$ cat config.mk
export PLATFORM = sky130hd
export DESIGN_NAME = touch_sample_qualify_and_map
export DESIGN_NICKNAME = d
export VERILOG_FILES = /design/src/design/tsqm_pkg.sv /design/src/design/touch_sample_qualify_and_map.sv /design/src/design/tsqm_qualify.sv /design/src/design/tsqm_div.sv
export VERILOG_INCLUDE_DIRS = /design/src /design/src/design
export SDC_FILE = /design/constraint.sdc
export NUM_CORES = 2
export LEC_CHECK = 0
export BUFFER_PORTS_ARGS = -buffer_cell sky130_fd_sc_hd__buf_2
export CAP_MARGIN = 5
export CORE_ASPECT_RATIO = 0.9
export CORE_MARGIN = 5
export CORE_UTILIZATION = 60
export CTS_CLUSTER_SIZE = 12
export DETAILED_ROUTE_END_ITERATION = 8
export MAX_ROUTING_LAYER = met4
export PLACE_DENSITY_LB_ADDON = 0.3
export SLEW_MARGIN = 20
export SYNTH_ARGS = -nofsm -noshare
export SYNTH_HDL_FRONTEND = slang
export SYNTH_SLANG_ARGS = --single-unit
$ cat constraint.sdc
create_clock -name clk -period 71.9 [get_ports clk]
set_input_delay 7.19 -clock clk [delete_from_list [all_inputs] [get_ports clk]]
set_output_delay 7.19 -clock clk [all_outputs]
set_load 0.1 [all_outputs]
$ cat src/design/touch_sample_qualify_and_map_macros.svh
// Assertion helpers used by the top module touch_sample_qualify_and_map
`ifndef TOUCH_SAMPLE_QUALIFY_AND_MAP_MACROS_SVH
`define TOUCH_SAMPLE_QUALIFY_AND_MAP_MACROS_SVH

// Immediate implication checked at every clock edge outside reset
`define TSQM_ASSERT_IMP(label, ante, cons, msg) \
  label: assert property (@(posedge clk) disable iff (rst) (ante) |-> (cons)) \
    else $error(msg);

// Next-cycle implication checked outside reset
`define TSQM_ASSERT_NEXT(label, ante, cons, msg) \
  label: assert property (@(posedge clk) disable iff (rst) (ante) |=> (cons)) \
    else $error(msg);

`endif

$ cat src/design/tsqm_pkg.sv
// ---------------------------------------------------------------------------
// tsqm_pkg
// Shared types, widths and status codes of the touch qualifier and mapper.
// ---------------------------------------------------------------------------
`default_nettype none

package tsqm_pkg;

  localparam int RAW_W  = 12;
  localparam int PRES_W = 13;
  localparam int NUM_W  = 21;   // |raw diff| * |screen span| magnitude
  localparam int SX_W   = 9;
  localparam int SY_W   = 8;
  localparam int ST_W   = 3;

  localparam logic [SX_W-1:0] SCREEN_X_MAX = 9'd319;
  localparam logic [SX_W-1:0] SCREEN_Y_MAX = 9'd239;
  localparam logic [PRES_W-1:0] PRES_OFFSET = 13'd4096;

  // Status codes
  localparam logic [ST_W-1:0] ST_OK       = 3'd0;
  localparam logic [ST_W-1:0] ST_NO_PRESS = 3'd1;
  localparam logic [ST_W-1:0] ST_RELEASED = 3'd2;
  localparam logic [ST_W-1:0] ST_JITTER   = 3'd3;
  localparam logic [ST_W-1:0] ST_WINDOW   = 3'd4;
  localparam logic [ST_W-1:0] ST_UNCAL    = 3'd5;

  // Register indexes
  localparam logic [2:0] REG_PRESSURE_MIN = 3'd0;
  localparam logic [2:0] REG_MAX_JITTER   = 3'd1;
  localparam logic [2:0] REG_CAL_A0       = 3'd2;
  localparam logic [2:0] REG_CAL_A1       = 3'd3;
  localparam logic [2:0] REG_CAL_B0       = 3'd4;
  localparam logic [2:0] REG_CAL_B1       = 3'd5;
  localparam logic [2:0] REG_SWAP_AXES    = 3'd6;
  localparam logic [2:0] REG_CAL_VALID    = 3'd7;

  typedef struct packed {
    logic [RAW_W-1:0] first_z1;
    logic [RAW_W-1:0] first_z2;
    logic [RAW_W-1:0] x_first;
    logic [RAW_W-1:0] y_first;
    logic [RAW_W-1:0] second_z1;
    logic [RAW_W-1:0] second_z2;
    logic [RAW_W-1:0] x_second;
    logic [RAW_W-1:0] y_second;
  } sample_t;

  typedef struct packed {
    logic [ST_W-1:0]  status;
    logic [RAW_W-1:0] raw_x;
    logic [RAW_W-1:0] raw_y;
    logic [SX_W-1:0]  screen_x;
    logic [SY_W-1:0]  screen_y;
  } result_t;

  typedef struct packed {
    logic [PRES_W-1:0] pressure_min;
    logic [RAW_W-1:0]  max_jitter;
    logic [RAW_W-1:0]  cal_a0;
    logic [RAW_W-1:0]  cal_a1;
    logic [RAW_W-1:0]  cal_b0;
    logic [RAW_W-1:0]  cal_b1;
    logic              swap_axes;
    logic              cal_valid;
  } cfg_t;

  // Qualified item after the first stage
  typedef struct packed {
    logic [ST_W-1:0]  status;
    logic [RAW_W-1:0] raw_x;
    logic [RAW_W-1:0] raw_y;
    logic [RAW_W-1:0] ra;
    logic [RAW_W-1:0] rb;
  } qual_t;

  // Data carried alongside the X divider
  typedef struct packed {
    logic [ST_W-1:0]  status;
    logic [RAW_W-1:0] raw_x;
    logic [RAW_W-1:0] raw_y;
    logic             neg;
  } xside_t;

  // Apply sign to the quotient, add the screen origin, clamp to 0..smax
  function automatic logic [SX_W-1:0] map_clamp(input logic neg,
                                                input logic [NUM_W-1:0] q,
                                                input logic [SX_W-1:0] s0,
                                                input logic [SX_W-1:0] smax);
    logic [NUM_W:0] sum;
    logic [NUM_W:0] dif;
    begin
      sum = {1'b0, q} + {{(NUM_W+1-SX_W){1'b0}}, s0};
      dif = {{(NUM_W+1-SX_W){1'b0}}, s0} - {1'b0, q};
      if (neg) begin
        map_clamp = ({1'b0, q} > {{(NUM_W+1-SX_W){1'b0}}, s0}) ? '0 : dif[SX_W-1:0];
      end else begin
        map_clamp = (sum > {{(NUM_W+1-SX_W){1'b0}}, smax}) ? smax : sum[SX_W-1:0];
      end
    end
  endfunction

endpackage

`default_nettype wire

$ cat src/design/touch_sample_qualify_and_map.sv
// ---------------------------------------------------------------------------
// touch_sample_qualify_and_map
// Qualifies one round of resistive touch readings and maps it to screen.
// ---------------------------------------------------------------------------
// One item per clock while no result is held; every item gives exactly one result
// after qualify, multiply, 21 bit-per-stage calibration divider stages, and map
// and clamp. The whole pipeline holds while a result waits under result_stall.
`default_nettype none

module touch_sample_qualify_and_map #(
  parameter int CAL_SCREEN_X0  = 50,
  parameter int CAL_SCREEN_X1  = 270,
  parameter int CAL_SCREEN_Y0  = 50,
  parameter int CAL_SCREEN_Y1  = 190,
  parameter int RAW_WINDOW_MIN = 100,
  parameter int RAW_WINDOW_MAX = 4000
) (
  input  wire logic                clk,
  input  wire logic                rst,
  input  wire logic                sample_valid,
  output logic                     sample_stall,
  input  wire tsqm_pkg::sample_t   sample,
  output logic                     result_valid,
  input  wire logic                result_stall,
  output tsqm_pkg::result_t        result,
  input  wire logic                cfg_we,
  input  wire logic [2:0]          cfg_index,
  input  wire logic [tsqm_pkg::PRES_W-1:0] cfg_data
);

  `include "touch_sample_qualify_and_map_macros.svh"

  localparam int DSX = CAL_SCREEN_X1 - CAL_SCREEN_X0;
  localparam int DSY = CAL_SCREEN_Y1 - CAL_SCREEN_Y0;
  localparam logic [tsqm_pkg::SX_W-1:0] DSX_MAG = tsqm_pkg::SX_W'((DSX < 0) ? -DSX : DSX);
  localparam logic [tsqm_pkg::SX_W-1:0] DSY_MAG = tsqm_pkg::SX_W'((DSY < 0) ? -DSY : DSY);
  localparam logic DSX_NEG = (DSX < 0);
  localparam logic DSY_NEG = (DSY < 0);
  localparam logic [tsqm_pkg::SX_W-1:0] SX0 = tsqm_pkg::SX_W'(CAL_SCREEN_X0);
  localparam logic [tsqm_pkg::SX_W-1:0] SY0 = tsqm_pkg::SX_W'(CAL_SCREEN_Y0);

  localparam int XSIDE_W = $bits(tsqm_pkg::xside_t);

  tsqm_pkg::cfg_t cfg;
  logic           en;

  // Pipeline advances unless a result is held
  assign en           = !(result_valid && result_stall);
  assign sample_stall = !en;

  // Configuration registers
  always_ff @(posedge clk) begin
    if (rst) begin
      cfg.pressure_min <= 13'd80;
      cfg.max_jitter   <= 12'd150;
      cfg.cal_a0       <= '0;
      cfg.cal_a1       <= '0;
      cfg.cal_b0       <= '0;
      cfg.cal_b1       <= '0;
      cfg.swap_axes    <= 1'b0;
      cfg.cal_valid    <= 1'b0;
    end else if (cfg_we) begin
      case (cfg_index)
        tsqm_pkg::REG_PRESSURE_MIN: cfg.pressure_min <= cfg_data;
        tsqm_pkg::REG_MAX_JITTER:   cfg.max_jitter   <= cfg_data[tsqm_pkg::RAW_W-1:0];
        tsqm_pkg::REG_CAL_A0:       cfg.cal_a0       <= cfg_data[tsqm_pkg::RAW_W-1:0];
        tsqm_pkg::REG_CAL_A1:       cfg.cal_a1       <= cfg_data[tsqm_pkg::RAW_W-1:0];
        tsqm_pkg::REG_CAL_B0:       cfg.cal_b0       <= cfg_data[tsqm_pkg::RAW_W-1:0];
        tsqm_pkg::REG_CAL_B1:       cfg.cal_b1       <= cfg_data[tsqm_pkg::RAW_W-1:0];
        tsqm_pkg::REG_SWAP_AXES:    cfg.swap_axes    <= cfg_data[0];
        tsqm_pkg::REG_CAL_VALID:    cfg.cal_valid    <= cfg_data[0];
        default: ;
      endcase
    end
  end

  // Stage 1: qualification
  logic            q_valid;
  tsqm_pkg::qual_t q_item;

  tsqm_qualify #(
    .RAW_WINDOW_MIN(RAW_WINDOW_MIN),
    .RAW_WINDOW_MAX(RAW_WINDOW_MAX)
  ) u_qualify (
    .clk     (clk),
    .rst     (rst),
    .en      (en),
    .in_valid(sample_valid),
    .in_item (sample),
    .cfg     (cfg),
    .q_valid (q_valid),
    .q_item  (q_item)
  );

  // Divisor magnitudes, signs; user keeps them stable while items in flight
  logic                       den_x_neg, den_y_neg;
  logic [tsqm_pkg::RAW_W-1:0] den_x, den_y;
  assign den_x_neg = cfg.cal_a1 < cfg.cal_a0;
  assign den_y_neg = cfg.cal_b1 < cfg.cal_b0;
  assign den_x = den_x_neg ? cfg.cal_a0 - cfg.cal_a1 : cfg.cal_a1 - cfg.cal_a0;
  assign den_y = den_y_neg ? cfg.cal_b0 - cfg.cal_b1 : cfg.cal_b1 - cfg.cal_b0;

  // Stage 2: offset from first calibration point times screen span
  logic                       dx_neg, dy_neg;
  logic [tsqm_pkg::RAW_W-1:0] dx_mag, dy_mag;
  assign dx_neg = q_item.ra < cfg.cal_a0;
  assign dy_neg = q_item.rb < cfg.cal_b0;
  assign dx_mag = dx_neg ? cfg.cal_a0 - q_item.ra : q_item.ra - cfg.cal_a0;
  assign dy_mag = dy_neg ? cfg.cal_b0 - q_item.rb : q_item.rb - cfg.cal_b0;

  // Operands widened to the full product width
  logic [tsqm_pkg::NUM_W-1:0] dx_ext, dy_ext, dsx_ext, dsy_ext;
  assign dx_ext  = {{(tsqm_pkg::NUM_W-tsqm_pkg::RAW_W){1'b0}}, dx_mag};
  assign dy_ext  = {{(tsqm_pkg::NUM_W-tsqm_pkg::RAW_W){1'b0}}, dy_mag};
  assign dsx_ext = {{(tsqm_pkg::NUM_W-tsqm_pkg::SX_W){1'b0}}, DSX_MAG};
  assign dsy_ext = {{(tsqm_pkg::NUM_W-tsqm_pkg::SX_W){1'b0}}, DSY_MAG};

  logic                       m_valid;
  logic [tsqm_pkg::NUM_W-1:0] m_nx, m_ny;
  tsqm_pkg::xside_t           m_xside;
  logic                       m_ny_neg;

  always_ff @(posedge clk) begin
    if (rst) begin
      m_valid <= 1'b0;
    end else if (en) begin
      m_valid <= q_valid;
    end
  end

  always_ff @(posedge clk) begin
    if (en) begin
      m_nx           <= dx_ext * dsx_ext;
      m_ny           <= dy_ext * dsy_ext;
      m_xside.status <= q_item.status;
      m_xside.raw_x  <= q_item.raw_x;
      m_xside.raw_y  <= q_item.raw_y;
      m_xside.neg    <= dx_neg ^ DSX_NEG ^ den_x_neg;
      m_ny_neg       <= dy_neg ^ DSY_NEG ^ den_y_neg;
    end
  end

  // Stages 3..23: dividers
  logic                       dx_valid, dy_valid, dy_neg_o;
  logic [tsqm_pkg::NUM_W-1:0] qx, qy;
  tsqm_pkg::xside_t           d_xside;

  tsqm_div #(
    .W     (tsqm_pkg::NUM_W),
    .DW    (tsqm_pkg::RAW_W),
    .SIDE_W(XSIDE_W)
  ) u_div_x (
    .clk      (clk),
    .rst      (rst),
    .en       (en),
    .in_valid (m_valid),
    .num      (m_nx),
    .den      (den_x),
    .side_in  (m_xside),
    .out_valid(dx_valid),
    .quot     (qx),
    .side_out (d_xside)
  );

  tsqm_div #(
    .W     (tsqm_pkg::NUM_W),
    .DW    (tsqm_pkg::RAW_W),
    .SIDE_W(1)
  ) u_div_y (
    .clk      (clk),
    .rst      (rst),
    .en       (en),
    .in_valid (m_valid),
    .num      (m_ny),
    .den      (den_y),
    .side_in  (m_ny_neg),
    .out_valid(dy_valid),
    .quot     (qy),
    .side_out (dy_neg_o)
  );

  // Final stage: map, clamp, output register
  logic [tsqm_pkg::SX_W-1:0] sx_map, sy_map;
  assign sx_map = tsqm_pkg::map_clamp(d_xside.neg, qx, SX0, tsqm_pkg::SCREEN_X_MAX);
  assign sy_map = tsqm_pkg::map_clamp(dy_neg_o, qy, SY0, tsqm_pkg::SCREEN_Y_MAX);

  always_ff @(posedge clk) begin
    if (rst) begin
      result_valid <= 1'b0;
    end else if (en) begin
      result_valid <= dx_valid;
    end
  end

  always_ff @(posedge clk) begin
    if (en) begin
      result.status <= d_xside.status;
      result.raw_x  <= d_xside.raw_x;
      result.raw_y  <= d_xside.raw_y;
      if (d_xside.status == tsqm_pkg::ST_OK) begin
        result.screen_x <= sx_map;
        result.screen_y <= sy_map[tsqm_pkg::SY_W-1:0];
      end else begin
        result.screen_x <= '0;
        result.screen_y <= '0;
      end
    end
  end

  // Checks
  `TSQM_ASSERT_IMP(a_div_lanes_aligned, 1'b1, dx_valid == dy_valid,
    "divider lanes out of step")
  `TSQM_ASSERT_IMP(a_screen_zero_on_error,
    result_valid && result.status != tsqm_pkg::ST_OK,
    result.screen_x == '0 && result.screen_y == '0, "screen set on failed item")
  `TSQM_ASSERT_IMP(a_raw_zero_on_reject,
    result_valid && result.status != tsqm_pkg::ST_OK && result.status != tsqm_pkg::ST_UNCAL,
    result.raw_x == '0 && result.raw_y == '0, "raw set on rejected item")
  `TSQM_ASSERT_IMP(a_screen_in_range, result_valid,
    result.screen_x <= tsqm_pkg::SCREEN_X_MAX &&
    {1'b0, result.screen_y} <= tsqm_pkg::SCREEN_Y_MAX,
    "screen coordinate out of range")
  `TSQM_ASSERT_NEXT(a_hold_keeps_pipe, result_valid && result_stall,
    $stable(dx_valid) && $stable(m_valid), "pipeline moved while held")

endmodule

`default_nettype wire

$ cat src/design/tsqm_qualify.sv
// ---------------------------------------------------------------------------
// tsqm_qualify
// First stage: pressure, jitter, window and calibration checks, averages, axis select.
// ---------------------------------------------------------------------------
`default_nettype none

module tsqm_qualify #(
  parameter int RAW_WINDOW_MIN = 100,
  parameter int RAW_WINDOW_MAX = 4000
) (
  input  wire logic             clk,
  input  wire logic             rst,
  input  wire logic             en,
  input  wire logic             in_valid,
  input  wire tsqm_pkg::sample_t in_item,
  input  wire tsqm_pkg::cfg_t    cfg,
  output logic                  q_valid,
  output tsqm_pkg::qual_t       q_item
);

  localparam logic [tsqm_pkg::RAW_W-1:0] WMIN = tsqm_pkg::RAW_W'(RAW_WINDOW_MIN);
  localparam logic [tsqm_pkg::RAW_W-1:0] WMAX = tsqm_pkg::RAW_W'(RAW_WINDOW_MAX);

  logic [tsqm_pkg::PRES_W-1:0] p1, p2;
  logic [tsqm_pkg::RAW_W-1:0]  jx, jy, ax, ay;
  logic [tsqm_pkg::RAW_W:0]    sx, sy;
  tsqm_pkg::qual_t             q_next;

  // Pressure never goes below one, so no clamp is needed
  assign p1 = {1'b0, in_item.first_z1} + tsqm_pkg::PRES_OFFSET
              - {1'b0, in_item.first_z2};
  assign p2 = {1'b0, in_item.second_z1} + tsqm_pkg::PRES_OFFSET
              - {1'b0, in_item.second_z2};

  assign jx = (in_item.x_first > in_item.x_second) ?
              in_item.x_first - in_item.x_second : in_item.x_second - in_item.x_first;
  assign jy = (in_item.y_first > in_item.y_second) ?
              in_item.y_first - in_item.y_second : in_item.y_second - in_item.y_first;

  assign sx = {1'b0, in_item.x_first} + {1'b0, in_item.x_second};
  assign sy = {1'b0, in_item.y_first} + {1'b0, in_item.y_second};
  assign ax = sx[tsqm_pkg::RAW_W:1];
  assign ay = sy[tsqm_pkg::RAW_W:1];

  // Checks in priority order
  always_comb begin
    q_next.raw_x  = '0;
    q_next.raw_y  = '0;
    q_next.ra     = cfg.swap_axes ? ay : ax;
    q_next.rb     = cfg.swap_axes ? ax : ay;
    if (p1 < cfg.pressure_min) begin
      q_next.status = tsqm_pkg::ST_NO_PRESS;
    end else if (p2 < cfg.pressure_min) begin
      q_next.status = tsqm_pkg::ST_RELEASED;
    end else if (jx > cfg.max_jitter || jy > cfg.max_jitter) begin
      q_next.status = tsqm_pkg::ST_JITTER;
    end else if (ax < WMIN || ax > WMAX || ay < WMIN || ay > WMAX) begin
      q_next.status = tsqm_pkg::ST_WINDOW;
    end else begin
      q_next.raw_x = ax;
      q_next.raw_y = ay;
      if (!cfg.cal_valid || cfg.cal_a1 == cfg.cal_a0 || cfg.cal_b1 == cfg.cal_b0) begin
        q_next.status = tsqm_pkg::ST_UNCAL;
      end else begin
        q_next.status = tsqm_pkg::ST_OK;
      end
    end
  end

  always_ff @(posedge clk) begin
    if (rst) begin
      q_valid <= 1'b0;
    end else if (en) begin
      q_valid <= in_valid;
    end
  end

  always_ff @(posedge clk) begin
    if (en) begin
      q_item <= q_next;
    end
  end

endmodule

`default_nettype wire

$ cat src/design/tsqm_div.sv
// ---------------------------------------------------------------------------
// tsqm_div
// Pipelined restoring divider: one quotient bit per stage, W stages.
// ---------------------------------------------------------------------------
`default_nettype none

module tsqm_div #(
  parameter int W      = 21,
  parameter int DW     = 12,
  parameter int SIDE_W = 1
) (
  input  wire logic              clk,
  input  wire logic              rst,
  input  wire logic              en,
  input  wire logic              in_valid,
  input  wire logic [W-1:0]      num,
  input  wire logic [DW-1:0]     den,
  input  wire logic [SIDE_W-1:0] side_in,
  output logic                   out_valid,
  output logic [W-1:0]           quot,
  output logic [SIDE_W-1:0]      side_out
);

  // Per stage: partial remainder, dividend shifted with quotient bits
  logic [W-1:0]      vld;
  logic [DW-1:0]     rem  [W];
  logic [W-1:0]      nq   [W];
  logic [SIDE_W-1:0] side [W];

  for (genvar k = 0; k < W; k++) begin : g_stage
    logic [DW-1:0]     rem_prev;
    logic [W-1:0]      nq_prev;
    logic [SIDE_W-1:0] side_prev;
    logic              vld_prev;
    logic [DW:0]       trial;
    logic              fits;

    if (k == 0) begin : g_first
      assign rem_prev  = '0;
      assign nq_prev   = num;
      assign side_prev = side_in;
      assign vld_prev  = in_valid;
    end else begin : g_next
      assign rem_prev  = rem[k-1];
      assign nq_prev   = nq[k-1];
      assign side_prev = side[k-1];
      assign vld_prev  = vld[k-1];
    end

    assign trial = {rem_prev, nq_prev[W-1]};
    assign fits  = trial >= {1'b0, den};

    always_ff @(posedge clk) begin
      if (rst) begin
        vld[k] <= 1'b0;
      end else if (en) begin
        vld[k] <= vld_prev;
      end
    end

    always_ff @(posedge clk) begin
      if (en) begin
        rem[k]  <= fits ? DW'(trial - {1'b0, den}) : trial[DW-1:0];
        nq[k]   <= {nq_prev[W-2:0], fits};
        side[k] <= side_prev;
      end
    end
  end

  assign out_valid = vld[W-1];
  assign quot      = nq[W-1];
  assign side_out  = side[W-1];

endmodule

`default_nettype wire
# ---- Word-level counts from Yosys, hierarchy flattened
# Memories as Yosys holds them, arrays and structs flattened.
# Cells that the tools add are included.
dict set report totals {
  ff_bits 261
  ramBits 1995
  input_bits 117
  output_inout_bits 46
  elab_cells 274
  mem_count 6
}
# memory depth width read_ports rd_clocked_by_memory_dff write_ports line
set memory_table {}
lappend memory_table {u_div_x.side 21 28 21 0 21 tsqm_div.sv:28} ;# logic [SIDE_W-1:0] side [W];
lappend memory_table {u_div_x.nq 21 21 21 0 21 tsqm_div.sv:27} ;# logic [W-1:0] nq [W];
lappend memory_table {u_div_y.nq 21 21 21 0 21 tsqm_div.sv:27}
lappend memory_table {u_div_x.rem 21 12 20 0 21 tsqm_div.sv:26} ;# logic [DW-1:0] rem [W];
lappend memory_table {u_div_y.rem 21 12 20 0 21 tsqm_div.sv:26}
lappend memory_table {u_div_y.side 21 1 21 0 21 tsqm_div.sv:28}
dict set report classes {
  n_addsub 64
  mul 2
  magnitude_cmp 60
  eq_ne 9
  n_mux 61
  n_bitwise 2
  n_reduce_logical 20
}
# operator count
set op_table {}
lappend op_table {{12-bit subtractor} 52}
lappend op_table {{12-bit 2-to-1 mux} 50}
lappend op_table {{13-bit by 12-bit >= comparator with 1-bit output} 40}
lappend op_table {{12-bit greater-than comparator} 4}
lappend op_table {{12-bit less-than comparator} 4}
lappend op_table {{21-bit by 6-bit adder with 22-bit output, second input constant} 2}
lappend op_table {{21-bit by 6-bit greater-than comparator with 1-bit output, second input constant} 2}
lappend op_table {{12-bit by 6-bit multiplier with 18-bit output, second input constant} 2}
lappend op_table {{9-bit 2-to-1 mux} 3}
lappend op_table {{12-bit by 12-bit adder with 13-bit output} 2}
lappend op_table {{12-bit by 13-bit adder with 13-bit output, second input constant} 2}
lappend op_table {{13-bit less-than comparator} 2}
lappend op_table {{13-bit by 12-bit subtractor with 13-bit output} 2}
lappend op_table {{12-bit equality test} 2}
lappend op_table {{1-bit by 12-bit >= comparator with 1-bit output} 2}
lappend op_table {{12-bit greater-than comparator, second input constant} 2}
lappend op_table {{12-bit by 7-bit less-than comparator with 1-bit output, second input constant} 2}
lappend op_table {{8-bit 2-to-1 mux} 3}
lappend op_table {{1-bit by 12-bit subtractor with 12-bit output} 2}
lappend op_table {{22-bit by 8-bit greater-than comparator with 1-bit output, second input constant} 1}
lappend op_table {{22-bit by 9-bit greater-than comparator with 1-bit output, second input constant} 1}
lappend op_table {{2-bit AND reduction} 8}
lappend op_table {{3-bit equality test, second input constant} 4}
lappend op_table {{6-bit by 9-bit subtractor with 9-bit output, first input constant} 1}
lappend op_table {{13 further kinds} 23}

# ---- Logic depth before layout (Yosys ltp)
dict set report depth {
  ltp_word 8
  depth_mapped 28
  depth_no_buf 27
}

# ---- Modules after synthesis
# From an unflattened synthesis, not the netlist that was laid out.
dict set report unflattened {
  hier_cells 8342
  area_unflattened_um2 111705.9
}
# module instances cells_per_inst area_each_um2 seq_area_each_um2
set modules_own_cells {}
lappend modules_own_cells {{tsqm_div at u_div_x} 1 3185 53192.3 38527.0}
lappend modules_own_cells {{tsqm_div at u_div_y} 1 2618 36165.9 21500.6}
lappend modules_own_cells {touch_sample_qualify_and_map 1 1577 14226.1 4814.6}
lappend modules_own_cells {tsqm_qualify 1 962 8121.5 1551.5}

# ---- Worst setup path after synthesis
# OpenSTA, ideal clock, no wires.
dict set report synth_timing {
  path_kind {input to register}
  start {input port result_stall}
  end {register m_nx[10] in the netlist's numbering (enable)}
  arrival_time_ps 62612
  slack_ps 6070
  stages 2
  n_path_buf 1
  path_cell_list {nand2_1 clkbuf_1}
}
dict set report synth_between {
  elab_chain_cells 1
}
# item line
set synth_rtl {}
lappend synth_rtl {{start, declared} touch_sample_qualify_and_map.sv:24} ;# input wire logic result_stall,
lappend synth_rtl {{1-bit logical AND} touch_sample_qualify_and_map.sv:48} ;# assign en = !(result_valid && result_stall);
lappend synth_rtl {{end signal, assigned} touch_sample_qualify_and_map.sv:133} ;# m_nx <= dx_ext * dsx_ext;
lappend synth_rtl {{end, declared} touch_sample_qualify_and_map.sv:119} ;# logic [tsqm_pkg::NUM_W-1:0] m_nx, m_ny;
# Every way passes these cells.
# A chain may end at the register's enable or synchronous reset.

# ---- Final worst setup path
dict set report layout_timing {
  start {input port result_stall}
  end {output port sample_stall}
}
dict set report layout_between {
  elab_chain_cells 1
}
# item line
set layout_rtl {}
lappend layout_rtl {{1-bit logical AND} touch_sample_qualify_and_map.sv:48}
lappend layout_rtl {{end, declared} touch_sample_qualify_and_map.sv:21} ;# output logic sample_stall,
# Every way passes these cells.

==> key figures <==
Outcome
  – Outcome: completed

Worst setup path
  – R2R Path Start: cfg[39]$_SDFFE_PP0P_
  – CP arrival: 8.52 ns
  – Crit Path Max Fanout: 44
  – Crit. Startpoint: result_stall
  – Crit start category: primary input
  – CP cell instances: buf_2 > nand2_4 > inv_2 > buf_2
  – Top cell by count, worst path: buf_2
  – Worst Reg-to-Reg Cells: 25
  – WS Path Type: primary input to output pin
  – End of the critical path: sample_stall
  – Worst R2R Setup Slack: 63.95 ns
  – RR Endpoint: m_nx[19]$_DFFE_PN_
  – Crit. End Element: output pin
  – CP required: 64.71 ns
  – Worst path slowest cell: buf_2
  – CP max stage delay: 0.50 ns

Synthesis
  – Fraction of registers with async set or reset after synthesis: 0
  – Count of cell types in the netlist: 99
  – Top cell type's share of synthesized area: 0.592
  – Synth Flop Type: edfxtp_1
  – Synthesized instance count: 7,703
  – Syn. warnings: 0
  – Synth top area cells: edfxtp_1 (59%), ha_1 (9.6%), mux2_2 (3.6%)
  – Yosys reg bits: 2,152
  – Number of synthesized flops with an enable pin: 2,053
  – Cell Area, Synth: 104,000 um^2
  – Syn Area/Cell: 13.5 um^2
  – Dominant cell type by area after synthesis: edfxtp_1
  – Sequential area share after synthesis: 0.612

Timing
  – Max_slew headroom: 0.203
  – Fmax: 63.6 MHz
  – Final min period: 15.71 ns
  – Worst Skew: 0.0696 ns
  – Setup WS post-layout: 56.19 ns
  – Final Setup Violations: 0
  – RSZ-0062 raised after global routing: no
  – Slew @ Worst Pin: 1.20 ns
  – Hold Worst Slack: 0.378 ns
  – Final Hold Viols: 0
  – Fin Setup TNS: 0 ns
  – Pins over their slew limit: 0
  – Final period utilization: 0.219

Placement
  – Cell count after placement: 10,100
  – Area of placed instances: 108,000 um^2
  – Port bufs: 162
  – RePlAce Congestion: 0.897
  – Setup WS pre-CTS: 56.17 ns
  – Dpl hpwl: 132 mm

Layout
  – Layout cell share with drive strength beyond 1: 0.116
  – Final Non-Filler Cells: 10,400
  – NumNets Final: 9,007
  – Final instance area: 114,000 um^2
  – Finished Core Util: 0.661
  – Layout area overhead: 9.91%

Routing
  – DRT antenna net count: 0
  – Drt via density: 5.86
  – DR top layer: met4
  – Total routed wirelength: 203 mm
  – Routed WL per cell: 19.5 um
  – Met1 WL: 89.7 mm
  – Iter 0 DRT Violations: 4,668
  – Vias: 60,900
  – Detailed-route DRC error count: 0
  – Drt pass-1 iters: 6
  – Met2 wire length: 97.6 mm
  – Met3 Wirelength: 9.95 mm

Run
  – Count of maximum capacitance violations: 0

CTS
  – Hold buffer count at cts: 0
  – Post CTS Setup Buffer Count: 0
  – Clock buffer depth: 3
  – Clock buffer count from CTS: 212
  – CTS sink count: 2,152
  – PostCTS Resize Cnt: 0
  – Clk root buf: clkbuf_16
  – CTS tree: built
  – Clock-pin slew on the worst setup and hold paths: 0.06 ns
  – Clk Latency, worst-skew pair: 0.84 ns
  – H-tree level count: 4

Pwr
  – Leak: 45.7 nW
  – Maximum VDD drop: 0.0944 mV
  – Pwr dens: 54.0 nW/um^2
  – Total power: 6.17 mW

Min path
  – Hold Path Class: register to register

Floorplanning
  – Die X: 449 um
  – Chip height: 405 um
  – I/O Pins: 163
  – Rows: 145
  – Starting Density: 0.601
  – Core Area: 173,000 um^2
  – Full die area: 182,000 um^2

Global route
  – GRT Util Overall: 0.227
  – Overflow after GRT: 0
  – Initial antenna violation count: 3
  – Vias in the first global route: 60,300
  – Pin count of the biggest net entering global routing: 196
  – First-pass GRT wire length: 324 mm
critical path, delay by kind of cell:
| family | cells | cell delay, ns |
|---|---|---|
| buffers and inverters | 3 | 1.03 |
| AND/OR/NAND/NOR | 1 | 0.29 |
routing by layer:
metal | vias to the layer above | global-route usage
met2 | 1676 | 0.367
met5 | - | -
met1 | 29600 | 0.305
li1 | 29200 | -
met4 | 0 | 0.0665
met3 | 413 | 0.0310
cell type report:
cell class	count	area, um^2
repair buffers	223	1360
inverters	587	2200
flip-flops and latches	2152	63600
fillers	12100	58700
diodes	2	5.00
clock inverters	62	744
multi-input cells	4826	38000
well taps	2278	2850
clock buffers	256	5550
worst min-delay path by stage:
stage	start	end	slack, ns	depth (start not counted)
2_1_floorplan	u_qualify.q_item[33]$_SDFFCE_PP0N_	m_xside[10]$_DFFE_PN_	0.40	0
3_3_place_gp	u_div_y.nq[8][11]$_DFFE_PN_	u_div_y.nq[9][12]$_DFFE_PN_	0.40	0
3_5_place_dp	u_qualify.q_item[47]$_SDFFCE_PP0N_	m_xside[24]$_DFFE_PN_	0.40	0
4_1_cts	u_div_x.nq[0][138]$_DFFE_PN_	u_div_x.nq[0][160]$_DFFE_PN_	0.37	0
5_1_grt	u_div_x.nq[0][138]$_DFFE_PN_	u_div_x.nq[0][160]$_DFFE_PN_	0.39	0
6_report	u_div_x.nq[0][138]$_DFFE_PN_	u_div_x.nq[0][160]$_DFFE_PN_	0.38	0
cell usage in the layout (no fill, tap or decap), types with 82 or more instances in the layout:
cell type  synthesis  routed
edfxtp_1        2053    2053
ha_1             800     800
inv_1            585     584
nand2_1          516     515
a21oi_1          493     493
nor2_1           371     370
mux2_2           329     329
xnor2_1          316     307
o21ai_0          245     244
clkbuf_16          0     215
buf_2             39     163
a21o_1           148     148
nor3_1           145     144
xor2_1           133     125
nor2b_1          105     105
nand4_1          105     105
nand3_1          103     103
dfxtp_1           99      99
fa_1              88      88
o21a_1            85      85
mux2i_1           84      82
synth_stat cells, types with 16 or more instances:
cell type  number
edfxtp_1     2053
ha_1          800
inv_1         585
nand2_1       516
a21oi_1       493
nor2_1        371
mux2_2        329
xnor2_1       316
o21ai_0       245
a21o_1        148
nor3_1        145
xor2_1        133
nand4_1       105
nor2b_1       105
nand3_1       103
dfxtp_1        99
clkbuf_1       89
fa_1           88
o21a_1         85
mux2i_1        84
o21bai_1       68
o31ai_1        60
a211oi_1       48
and3_1         40
buf_2          39
and2_1         37
or3_1          37
a21boi_0       36
a31oi_1        33
o2111ai_1      30
o211ai_1       28
nor4_1         24
nor3_2         20
or2_2          20
nand2b_1       17
a2111oi_0      16
sequential cells by signal (all words and copies together) (netlist names):
register                  count
u_div_x.side                588
u_div_x.nq                  402
u_div_y.nq                  402
u_div_x.rem                 240
u_div_y.rem                 240
cfg                          75
u_qualify.q_item             51
result                       44
m_xside                      28
u_div_y.side                 21
u_div_x.g_stage.vld_prev     20
m_nx                         18
m_ny                         18
m_ny_neg                      1
m_valid                       1
result_valid                  1
u_div_x.out_valid             1
u_qualify.q_valid             1
logic make-up after synthesis:
| kind of cell | Yosys count | synth area share |
|---|---|---|
| compound gates | 1471 | 0.0927 |
| xor+xnor | 451 | 0.0381 |
| fa+ha+maj | 888 | 0.113 |
| buf+inv | 734 | 0.0276 |
| flops | 2152 | 0.612 |
| mux | 416 | 0.0440 |
| other cells | 1 | 0.0000360 |
| simple gates | 1590 | 0.0729 |
power by group:
part	switching (mW)	internal [mW]	total, mW	leakage, nW
registers	0.205	2.05	2.26	23.4
logic	1.59	1.30	2.89	19.3
clock network	0.449	0.576	1.03	3.05
total	2.24	3.93	6.17	45.7
(Power assumes the default switching activity.)
